File: src/design/ple_pkg.sv
`timescale 1ns / 1ps
`default_nettype none

package ple_pkg;

  localparam int CAPACITY_DEF = 16;
  localparam int OP_W = 2;
  localparam int VAL_W = 32;
  localparam int POS_W = 8;
  localparam int ST_W = 2;
  localparam int IN_TDATA_W = ((OP_W + VAL_W + POS_W + 7) / 8) * 8;

  typedef enum logic [OP_W-1:0] {
    OP_INS  = 2'd0,
    OP_DEL  = 2'd1,
    OP_READ = 2'd2,
    OP_NONE = 2'd3
  } op_t;

  typedef enum logic [ST_W-1:0] {
    ST_OK    = 2'd0,
    ST_EMPTY = 2'd1,
    ST_OOB   = 2'd2,
    ST_FULL  = 2'd3
  } status_t;

  typedef enum logic [1:0] {
    CELL_HOLD = 2'd0,
    CELL_INS  = 2'd1,
    CELL_DEL  = 2'd2
  } cell_op_t;

  typedef struct packed {
    cell_op_t         op;
    logic [POS_W-1:0] idx;
  } cell_ctrl_t;

endpackage

`default_nettype wire

File: src/design/ple_cell.sv
`timescale 1ns / 1ps
`default_nettype none

module ple_cell #(
  parameter int INDEX = 0
) (
  input  logic                              clk,
  input  ple_pkg::cell_ctrl_t               ctrl,
  input  logic signed [ple_pkg::VAL_W-1:0]  ins_value,
  input  logic signed [ple_pkg::VAL_W-1:0]  left,
  input  logic signed [ple_pkg::VAL_W-1:0]  right,
  output logic signed [ple_pkg::VAL_W-1:0]  q
);
  import ple_pkg::*;

  localparam logic [POS_W-1:0] IDX = POS_W'(INDEX);

  logic signed [VAL_W-1:0] q_next;

  always_comb begin
    q_next = q;
    case (ctrl.op)
      CELL_INS: begin
        if (IDX > ctrl.idx) begin
          q_next = left;
        end else if (IDX == ctrl.idx) begin
          q_next = ins_value;
        end
      end
      CELL_DEL: begin
        if (IDX >= ctrl.idx) begin
          q_next = right;
        end
      end
      default: begin
      end
    endcase
  end

  always_ff @(posedge clk) begin
    q <= q_next;
  end

endmodule

`default_nettype wire

File: src/design/ple_chain.sv
`timescale 1ns / 1ps
`default_nettype none

module ple_chain #(
  parameter int CAPACITY = ple_pkg::CAPACITY_DEF
) (
  input  logic                              clk,
  input  ple_pkg::cell_ctrl_t               ctrl,
  input  logic signed [ple_pkg::VAL_W-1:0]  ins_value,
  output logic signed [ple_pkg::VAL_W-1:0]  rd_data
);
  import ple_pkg::*;

  logic signed [VAL_W-1:0] q     [CAPACITY];
  logic signed [VAL_W-1:0] left  [CAPACITY];
  logic signed [VAL_W-1:0] right [CAPACITY];

  for (genvar g = 0; g < CAPACITY; g++) begin : g_row
    if (g == 0) begin : g_head
      assign left[g] = '0;
    end else begin : g_mid_l
      assign left[g] = q[g-1];
    end
    if (g == CAPACITY - 1) begin : g_tail
      assign right[g] = '0;
    end else begin : g_mid_r
      assign right[g] = q[g+1];
    end

    ple_cell #(
      .INDEX(g)
    ) u_slot (
      .clk(clk),
      .ctrl(ctrl),
      .ins_value(ins_value),
      .left(left[g]),
      .right(right[g]),
      .q(q[g])
    );
  end

  // and-or select of the addressed slot
  always_comb begin
    rd_data = '0;
    for (int i = 0; i < CAPACITY; i++) begin
      if (POS_W'(i) == ctrl.idx) begin
        rd_data = rd_data | q[i];
      end
    end
  end

endmodule

`default_nettype wire

File: src/design/positional_list_engine.sv
// channel  dir  tdata fields (low bit first)                  tuser  tlast
// s_*      in   op[1:0] value[33:2] position[41:34], pad 48    -      -
// m_*      out  status[1:0] item_value[33:2] count[+CNT_W]     -      -
//
// one item per cycle while the result is taken; its result is registered and shows in the cycle after accept
// the slots of the cell row at or past the position shift toward or away from it together
// s_tready drops only while the output register holds an item not yet taken
// rst clears the fill count and output valid; slot contents need no reset
`timescale 1ns / 1ps
`default_nettype none

module positional_list_engine #(
  parameter int CAPACITY = ple_pkg::CAPACITY_DEF,
  parameter int CNT_W    = $clog2(CAPACITY + 1),
  parameter int OUT_W    = ((ple_pkg::ST_W + ple_pkg::VAL_W + CNT_W + 7) / 8) * 8
) (
  input  logic                           clk,
  input  logic                           rst,
  input  logic                           s_tvalid,
  output logic                           s_tready,
  input  logic [ple_pkg::IN_TDATA_W-1:0] s_tdata,   // op, value, position
  output logic                           m_tvalid,
  input  logic                           m_tready,
  output logic [OUT_W-1:0]               m_tdata    // status, item_value, count
);
  import ple_pkg::*;

  localparam int CMP_W = CNT_W + POS_W;

  logic                    accept;
  op_t                     in_op;
  logic signed [VAL_W-1:0] in_value;
  logic [POS_W-1:0]        in_pos;
  logic [CMP_W-1:0]        pos_ext;
  logic [CMP_W-1:0]        fill_ext;
  logic                    is_full;
  logic                    is_empty;
  logic                    past_end;

  logic [CNT_W-1:0]        fill;
  logic [CNT_W-1:0]        fill_next;
  cell_ctrl_t              ctrl;
  logic signed [VAL_W-1:0] rd_data;
  status_t                 status_next;
  logic signed [VAL_W-1:0] value_next;

  logic                    out_valid;
  status_t                 out_status;
  logic signed [VAL_W-1:0] out_value;
  logic [CNT_W-1:0]        out_count;

  assign s_tready = !out_valid || m_tready;
  assign accept   = s_tvalid && s_tready;

  assign in_op    = op_t'(s_tdata[OP_W-1:0]);
  assign in_value = s_tdata[OP_W +: VAL_W];
  assign in_pos   = s_tdata[OP_W+VAL_W +: POS_W];

  assign pos_ext  = CMP_W'(in_pos);
  assign fill_ext = CMP_W'(fill);
  assign is_full  = (fill == CNT_W'(CAPACITY));
  assign is_empty = (fill == '0);
  assign past_end = (pos_ext > fill_ext);

  always_comb begin
    ctrl.op     = CELL_HOLD;
    ctrl.idx    = in_pos - POS_W'(1);
    status_next = ST_OK;
    value_next  = '0;
    fill_next   = fill;
    unique case (in_op) inside
      OP_INS: begin
        ctrl.idx = past_end ? fill_ext[POS_W-1:0] : in_pos;
        if (is_full) begin
          status_next = ST_FULL;
        end else begin
          ctrl.op   = CELL_INS;
          fill_next = fill + CNT_W'(1);
        end
      end
      OP_DEL, OP_READ: begin
        if (is_empty) begin
          status_next = ST_EMPTY;
        end else if (in_pos == '0 || past_end) begin
          status_next = ST_OOB;
        end else begin
          value_next = rd_data;
          if (in_op == OP_DEL) begin
            ctrl.op   = CELL_DEL;
            fill_next = fill - CNT_W'(1);
          end
        end
      end
      default: begin
      end
    endcase
    if (!accept) begin
      ctrl.op = CELL_HOLD;
    end
  end

  ple_chain #(
    .CAPACITY(CAPACITY)
  ) u_chain (
    .clk(clk),
    .ctrl(ctrl),
    .ins_value(in_value),
    .rd_data(rd_data)
  );

  always_ff @(posedge clk) begin
    if (rst) begin
      fill      <= '0;
      out_valid <= 1'b0;
    end else begin
      if (accept) begin
        fill      <= fill_next;
        out_valid <= 1'b1;
      end else if (m_tready) begin
        out_valid <= 1'b0;
      end
    end
  end

  always_ff @(posedge clk) begin
    if (accept) begin
      out_status <= status_next;
      out_value  <= value_next;
      out_count  <= fill_next;
    end
  end

  assign m_tvalid = out_valid;
  assign m_tdata  = OUT_W'({out_count, out_value, out_status});

endmodule

`default_nettype wire

File: config.mk
export PLATFORM = sky130hd
export DESIGN_NAME = positional_list_engine
export DESIGN_NICKNAME = d
export VERILOG_FILES = /design/src/design/ple_pkg.sv /design/src/design/ple_cell.sv /design/src/design/ple_chain.sv /design/src/design/positional_list_engine.sv
export SDC_FILE = /design/constraint.sdc
export NUM_CORES = 1
export LEC_CHECK = 0
export ABC_AREA = 0
export BUFFER_PORTS_ARGS = -buffer_cell sky130_fd_sc_hd__buf_2
export CORE_ASPECT_RATIO = 1.75
export CORE_MARGIN = 4
export CORE_UTILIZATION = 50
export CTS_CLUSTER_SIZE = 28
export DETAILED_ROUTE_END_ITERATION = 10
export PLACE_DENSITY = 0.63
export REMOVE_ABC_BUFFERS = 1
export SYNTH_ARGS = -nofsm -noshare
export SYNTH_HDL_FRONTEND = slang
export SYNTH_SLANG_ARGS = --single-unit
File: constraint.sdc
create_clock -name clk -period 7.8 [get_ports clk]
set_clock_uncertainty 0.05 [all_clocks]
set_input_delay 1.56 -clock clk [delete_from_list [all_inputs] [get_ports clk]]
set_output_delay 1.56 -clock clk [all_outputs]
set_load 0.005 [all_outputs]
# Word level (Yosys, flattened, before mapping)
# Index checks and enable logic that the tools add are counted.
# op_classes
n_lt_le_gt_ge,33
add_sub_neg,3
eq_ne,52
n_reduce_logical,28
n_bitwise,16
mux,99
# ops
operator,count
2-to-1 mux 32 bit,64
case mux 32 bit (2 select lines),16
OR 32 bit,15
"equality test 4 x 8 -> 1 bit, first input constant",8
"greater-or-equal comparator 4 x 8 -> 1 bit, first input constant",8
"greater-than comparator 4 x 8 -> 1 bit, first input constant",8
"inequality test 3 x 2 -> 1 bit, second input constant",16
AND reduction 3 bit,16
"equality test 3 x 8 -> 1 bit, first input constant",4
"greater-or-equal comparator 3 x 8 -> 1 bit, first input constant",4
"greater-than comparator 3 x 8 -> 1 bit, first input constant",4
"inequality test 2 bit, second input constant",16
2-to-1 mux 5 bit,4
"equality test 2 x 8 -> 1 bit, first input constant",2
"greater-or-equal comparator 1 x 8 -> 1 bit, first input constant",2
"greater-or-equal comparator 2 x 8 -> 1 bit, first input constant",2
"greater-than comparator 1 x 8 -> 1 bit, first input constant",2
"greater-than comparator 2 x 8 -> 1 bit, first input constant",2
zero test 8 bit,2
2-to-1 mux 8 bit,2
2-to-1 mux 2 bit,7
case mux 5 bit (2 select lines),1
"equality test 1 x 8 -> 1 bit, first input constant",1
greater-than comparator 8 x 5 -> 1 bit,1
other kinds (17),24
# word_totals
output_inout_bits,42
elab_cells,252
ff_bits,557
input_bits,52

# Logic depth before layout (Yosys ltp)
# logic_depth
depth_word,35
mapped_depth,19

# Modules after synthesis
# From an unflattened synthesis, not the netlist that was laid out.
# hier_totals
cells_unflattened,3789
hier_area_um2,36946.7
# by_module_without_submodules
mod,seq_area_each_um2,cells_each,area_per_inst_um2,instances
ple_chain,0.0,636,4449.3,1
ple_cell (u_chain.g_row[13].u_slot ...),960.9,186,1770.4,2
positional_list_engine,1291.2,236,2544.9,1
ple_cell (u_chain.g_row[5].u_slot),960.9,197,2097.0,1
ple_cell (u_chain.g_row[7].u_slot),960.9,196,2050.7,1
ple_cell (u_chain.g_row[4].u_slot),960.9,194,2047.0,1
ple_cell (u_chain.g_row[1].u_slot),960.9,184,2025.7,1
ple_cell (u_chain.g_row[6].u_slot),960.9,192,2008.2,1
ple_cell (u_chain.g_row[2].u_slot),960.9,191,1949.4,1
ple_cell (u_chain.g_row[11].u_slot),960.9,197,1919.3,1
ple_cell (u_chain.g_row[8].u_slot),960.9,186,1858.0,1
ple_cell (u_chain.g_row[9].u_slot),960.9,188,1794.2,1
ple_cell (u_chain.g_row[10].u_slot),960.9,187,1784.2,1
ple_cell (u_chain.g_row[12].u_slot),960.9,188,1783.0,1
+3 rows,--,--,--,--

# Worst setup path before layout
# No wires, ideal clock.
# synth_path
path_type,input to register
from,input port s_tdata[37] in the netlist's numbering
to,register u_chain.g_row[0].u_slot.q[0] in the netlist's numbering (enable)
t_arrival_ps,5960
stages,12
path_slack_ps,1358
path_buffers,3
setup_ps,432
cell_sequence,ha_1 a211oi_1 a21o_1 buf_2 nand4_1 or2_2 or3_1 ha_1 or2_2 clkbuf_1 clkbuf_1 a21oi_1
# synth_via
elab_chain_len,9
# synth_lines
item,line,source
"start, declared",positional_list_engine.sv:21,"input logic [ple_pkg::IN_TDATA_W-1:0] s_tdata,"
"parallel branches: the longest is 8 deep, another holds greater-than comparator 8 x 5 -> 1 bit",--,
AND reduction 3 bit (no source line) (*),--,
"end signal, assigned",ple_cell.sv:41,q <= q_next;
"end, declared",ple_cell.sv:12,output logic signed [ple_pkg::VAL_W-1:0] q
# Every way passes the cells marked *.
# A chain may end at the register's enable or synchronous reset.

# Final worst setup path
# layout_path
from,input port s_tdata[37] in the netlist's numbering
to,"register u_chain.g_row[0].u_slot.q[22] in the netlist's numbering, data pin"
# layout_via
elab_chain_len,8
# layout_lines
item,line,source
"parallel branches: the longest is 7 deep, another holds greater-than comparator 8 x 5 -> 1 bit",--,
case mux 32 bit (2 select lines) (*),ple_cell.sv:22,case (ctrl.op)
via u_chain.g_row[0].u_slot.q_next[22],ple_cell.sv:18,logic signed [VAL_W-1:0] q_next;
# Mark *: on every way through the listed nets, which the timed path passes.

==> flow_summary_export.csv <==
group,metric,value,unit
status,outcome,"finished, final reports clean",
power,peakVddDrop,0.162,mV
routing,vias,25000,
power,switching_share,27.9,%
global_routing,overflow,0,
placement,io_buffer_count,86,
critical_path,worstReg2RegStart,"fill[3]$_SDFFE_PP0P_",
synth,synthCells,2948,
clocking,cts_num_sinks,557,
placement,dp_hpwl,67.7,mm
synth,synthTopCellsByCount,"edfxtp_1 (551), nand2_1 (534), mux2i_1 (527), o21ai_1 (340), clkbuf_1 (164)",
timing,period_share,76.6,%
power,p_comb_share,15.9,%
placement,placedCellCount,3660,
layout,n_fill_cell,5514,
clocking,post_cts_buffers,0,
global_routing,antenna_found_initial,2,
layout,finalNonFillerCells,3757,
clocking,clk_latency,0.61,ns
placement,gp_congestion,0.895,
timing,setup_viol,0,
layout,area_delta_synth_final,9.49,%
timing,finalHoldViolCount,0,
timing,layout_min_cycle_time,5.98,ns
global_routing,track_usage,31.9,%
critical_path,arrival,6.29,ns
clocking,cts-buffers-inserted,53,
synth,syn_avg_cell_area,10.8,um2
clocking,cts_root_buf,"clkbuf_16",
die,rows,122,
synth,syn-cell-area,31800,um2
clocking,htreeDepth,2,
min_path,hold_class,"flop to flop",
clocking,cts_tree,"built",
synth,synth_warnings,0,
critical_path,rr_endpoint,"u_chain.g_row[0].u_slot.q[22]$_DFFE_PP_",
min_path,min_path_cells,2,
critical_path,critPathMaxFanout,160,
power,power_density,207,nW/um2
routing,finalWirelength,112,mm
power,pwr-share-seq,48.9,%
routing,wire_per_inst,29.8,um
timing,rsz0062_at_grt,"no",
synth,ys_seq_elements,557,
die,ioPinCount,94,
clocking,ctsResizeCount,0,
synth,synth_edf_count,551,
routing,drt_iter0_drc,3237,
die,dieHeight,342,um
die,dieArea,67800,um2
global_routing,grt_max_degree,168,
layout,drive_above_1_share,11.5,%
power,leakagePower,12.7,nW
timing,maxSlewViolCount,0,
synth,synthArstFlopShare,0,%
min_path,min_to,"m_tvalid$_SDFFE_PP0P_",
placement,pre_cts_ws,1.36,ns
critical_path,critical_path_class,"primary input to flop",
synth,yosysMostFrequentCell,"edfxtp_1",
critical_path,worstPathRequired,8.11,ns
critical_path,r2r_cells,12,
critical_path,setup.worst_path.end_class,"flop",
power,power_frac_clock,35.2,%
die,core,63200,um2
synth,synth_top_flop_cell,"edfxtp_1",
routing,firstDrtPassIters,6,
synth,synth_top_area_cell,"edfxtp_1",
run,drv_cap,0,
synth,synth_top_area_share,52.1,%
clocking,clk_pin_slew_worst_paths,0.06,ns
routing,avgViaCountPerCell,6.66,
critical_path,critPathLaunchType,"primary input",
clocking,cts_max_path_buffers,3,
synth,synthTopCellsByArea,"edfxtp_1 (52%), mux2i_1 (17%), nand2_1 (6.3%), o21ai_1 (5.4%), o21ai_0 (2.1%)",
timing,fmax,167,MHz
routing,drc,0,
global_routing,grt_pass1_vias,24800,
synth,seq_area_frac_synth,52.4,%
die,die_w,199,um
min_path,min_from,"m_tvalid$_SDFFE_PP0P_",
clocking,hold_buffers,0,
power,p_total,7.20,mW
timing,worst_pin_slew,1.14,ns
routing,ant_nets,0,
timing,relSlewSlack,24.1,%
global_routing,grt_pass1_wl,162,mm
die,start_util,50.3,%
synth,ys_types,76,
power,p_int,5.19,mW
critical_path,r2r_slack,2.31,ns
timing,hold_ws,0.466,ns
timing,fin_ws,1.82,ns
timing,fin_tns_setup,0,ns
power,power_switching,2.01,mW
layout,finalNetCount,2974,
-- layout by cell type, fill, tap and decap left out, drive strengths merged, types with 4 or more instances in the layout --
cell / count
and4b: 8
a211oi: 9
o32ai: 5
inv: 22
a31oi: 35
nand3: 37
a32oi: 4
ha: 13
a22o: 36
and2: 9
o21a: 4
a22oi: 34
mux2: 39
clkbuf: 64
o21ai: 475
edfxtp: 551
o22ai: 18
a21oi: 68
nand2: 537
mux2i: 527
a21boi: 10
nor3: 14
o2bb2ai: 19
dfxtp: 6
nor4: 15
nor2: 63
and4: 6
a2bb2oi: 9
buf: 168
a222oi: 20
a2111oi: 8
a221oi: 22
clkinv: 27
and3: 24
-- final cells by class --
type	count	area, um2	share of cell area (%)
Antenna cell	2	5.00	0.0144
Clock buffer	64	1410	4.05
Clock inverter	31	196	0.565
Inverter	21	78.8	0.227
Multi-Input combinational cell	2108	14200	40.7
Sequential cell	557	16700	47.9
Tap cell	806	1010	2.90
Timing Repair Buffer	168	1260	3.62
-- registers in the layout (all words and copies together) (netlist names) --
name and flops:
out_count 5, out_value 32, out_status 2, u_chain.g_row.u_slot.q 512, fill 5, m_tvalid 1
-- metrics by stage --
stage	util [%]	cell area [um2]
after floorplan	-	30600
final	55.1	34800
after global placement	52.5	33200
after CTS	55.1	34800
after global routing	55.1	34800
after detailed placement	52.5	33200
-- worst max path at each step --
stage	from	endpoint	slack [ns]	cells after the start
finish	s_tdata[37]	u_chain.g_row[0].u_slot.q[22]$_DFFE_PP_	1.82	12
global route	s_tdata[37]	u_chain.g_row[0].u_slot.q[26]$_DFFE_PP_	1.58	12
CTS	s_tdata[37]	u_chain.g_row[8].u_slot.q[26]$_DFFE_PP_	1.98	13
detailed placement	s_tdata[37]	u_chain.g_row[0].u_slot.q[31]$_DFFE_PP_	1.36	12
global placement	s_tdata[37]	u_chain.g_row[8].u_slot.q[6]$_DFFE_PP_	1.44	13
floorplan	s_tdata[37]	u_chain.g_row[12].u_slot.q[0]$_DFFE_PP_	-14.49	10
-- power groups by stage --
stage	Combinational, mW	Sequential [mW]	Clock [mW]
finish	1.14	3.52	2.53
global route	1.19	3.53	2.66
CTS	1.12	3.52	2.56
detailed placement	1.12	3.58	0
global placement	1.09	3.58	0
floorplan	0.689	3.58	0
-- logic make-up (layout without fill, tap and decap cells) --
family,count (synthesis),in the layout,synth area share (%)
other,1,3,0.0118
buffers and inverters,283,284,4.04
XOR/XNOR,3,3,0.0827
AO/OA/AOI/OAI,798,798,15.2
flip-flops,557,557,52.4
AND/OR/NAND/NOR,727,727,9.73
adder cells (fa/ha/maj),13,13,0.512
multiplexers,566,566,18.0
-- metal layers --
| layer | global-route usage [%] | vias to the layer above | wire, um |
|---|---|---|---|
| met5 | 0 | - | 0 |
| met4 | 20.2 | 0 | 8440 |
| met3 | 4.44 | 413 | 8640 |
| met2 | 53.7 | 1345 | 54800 |
| met1 | 38.1 | 12300 | 40100 |
| li1 | - | 11000 | - |
-- critical path: stages --
cell and delay (ns):
buf_2 0.15, ha_1 0.33, a211oi_1 0.53, a21o_1 0.39, nand4_1 0.36, or2_2 0.45
or3_1 0.36, inv_1 0.12, ha_4 0.48, buf_12 0.43, buf_12 0.53, mux2_2 0.40
No activity file was read; power rests on OpenSTA's default activity.
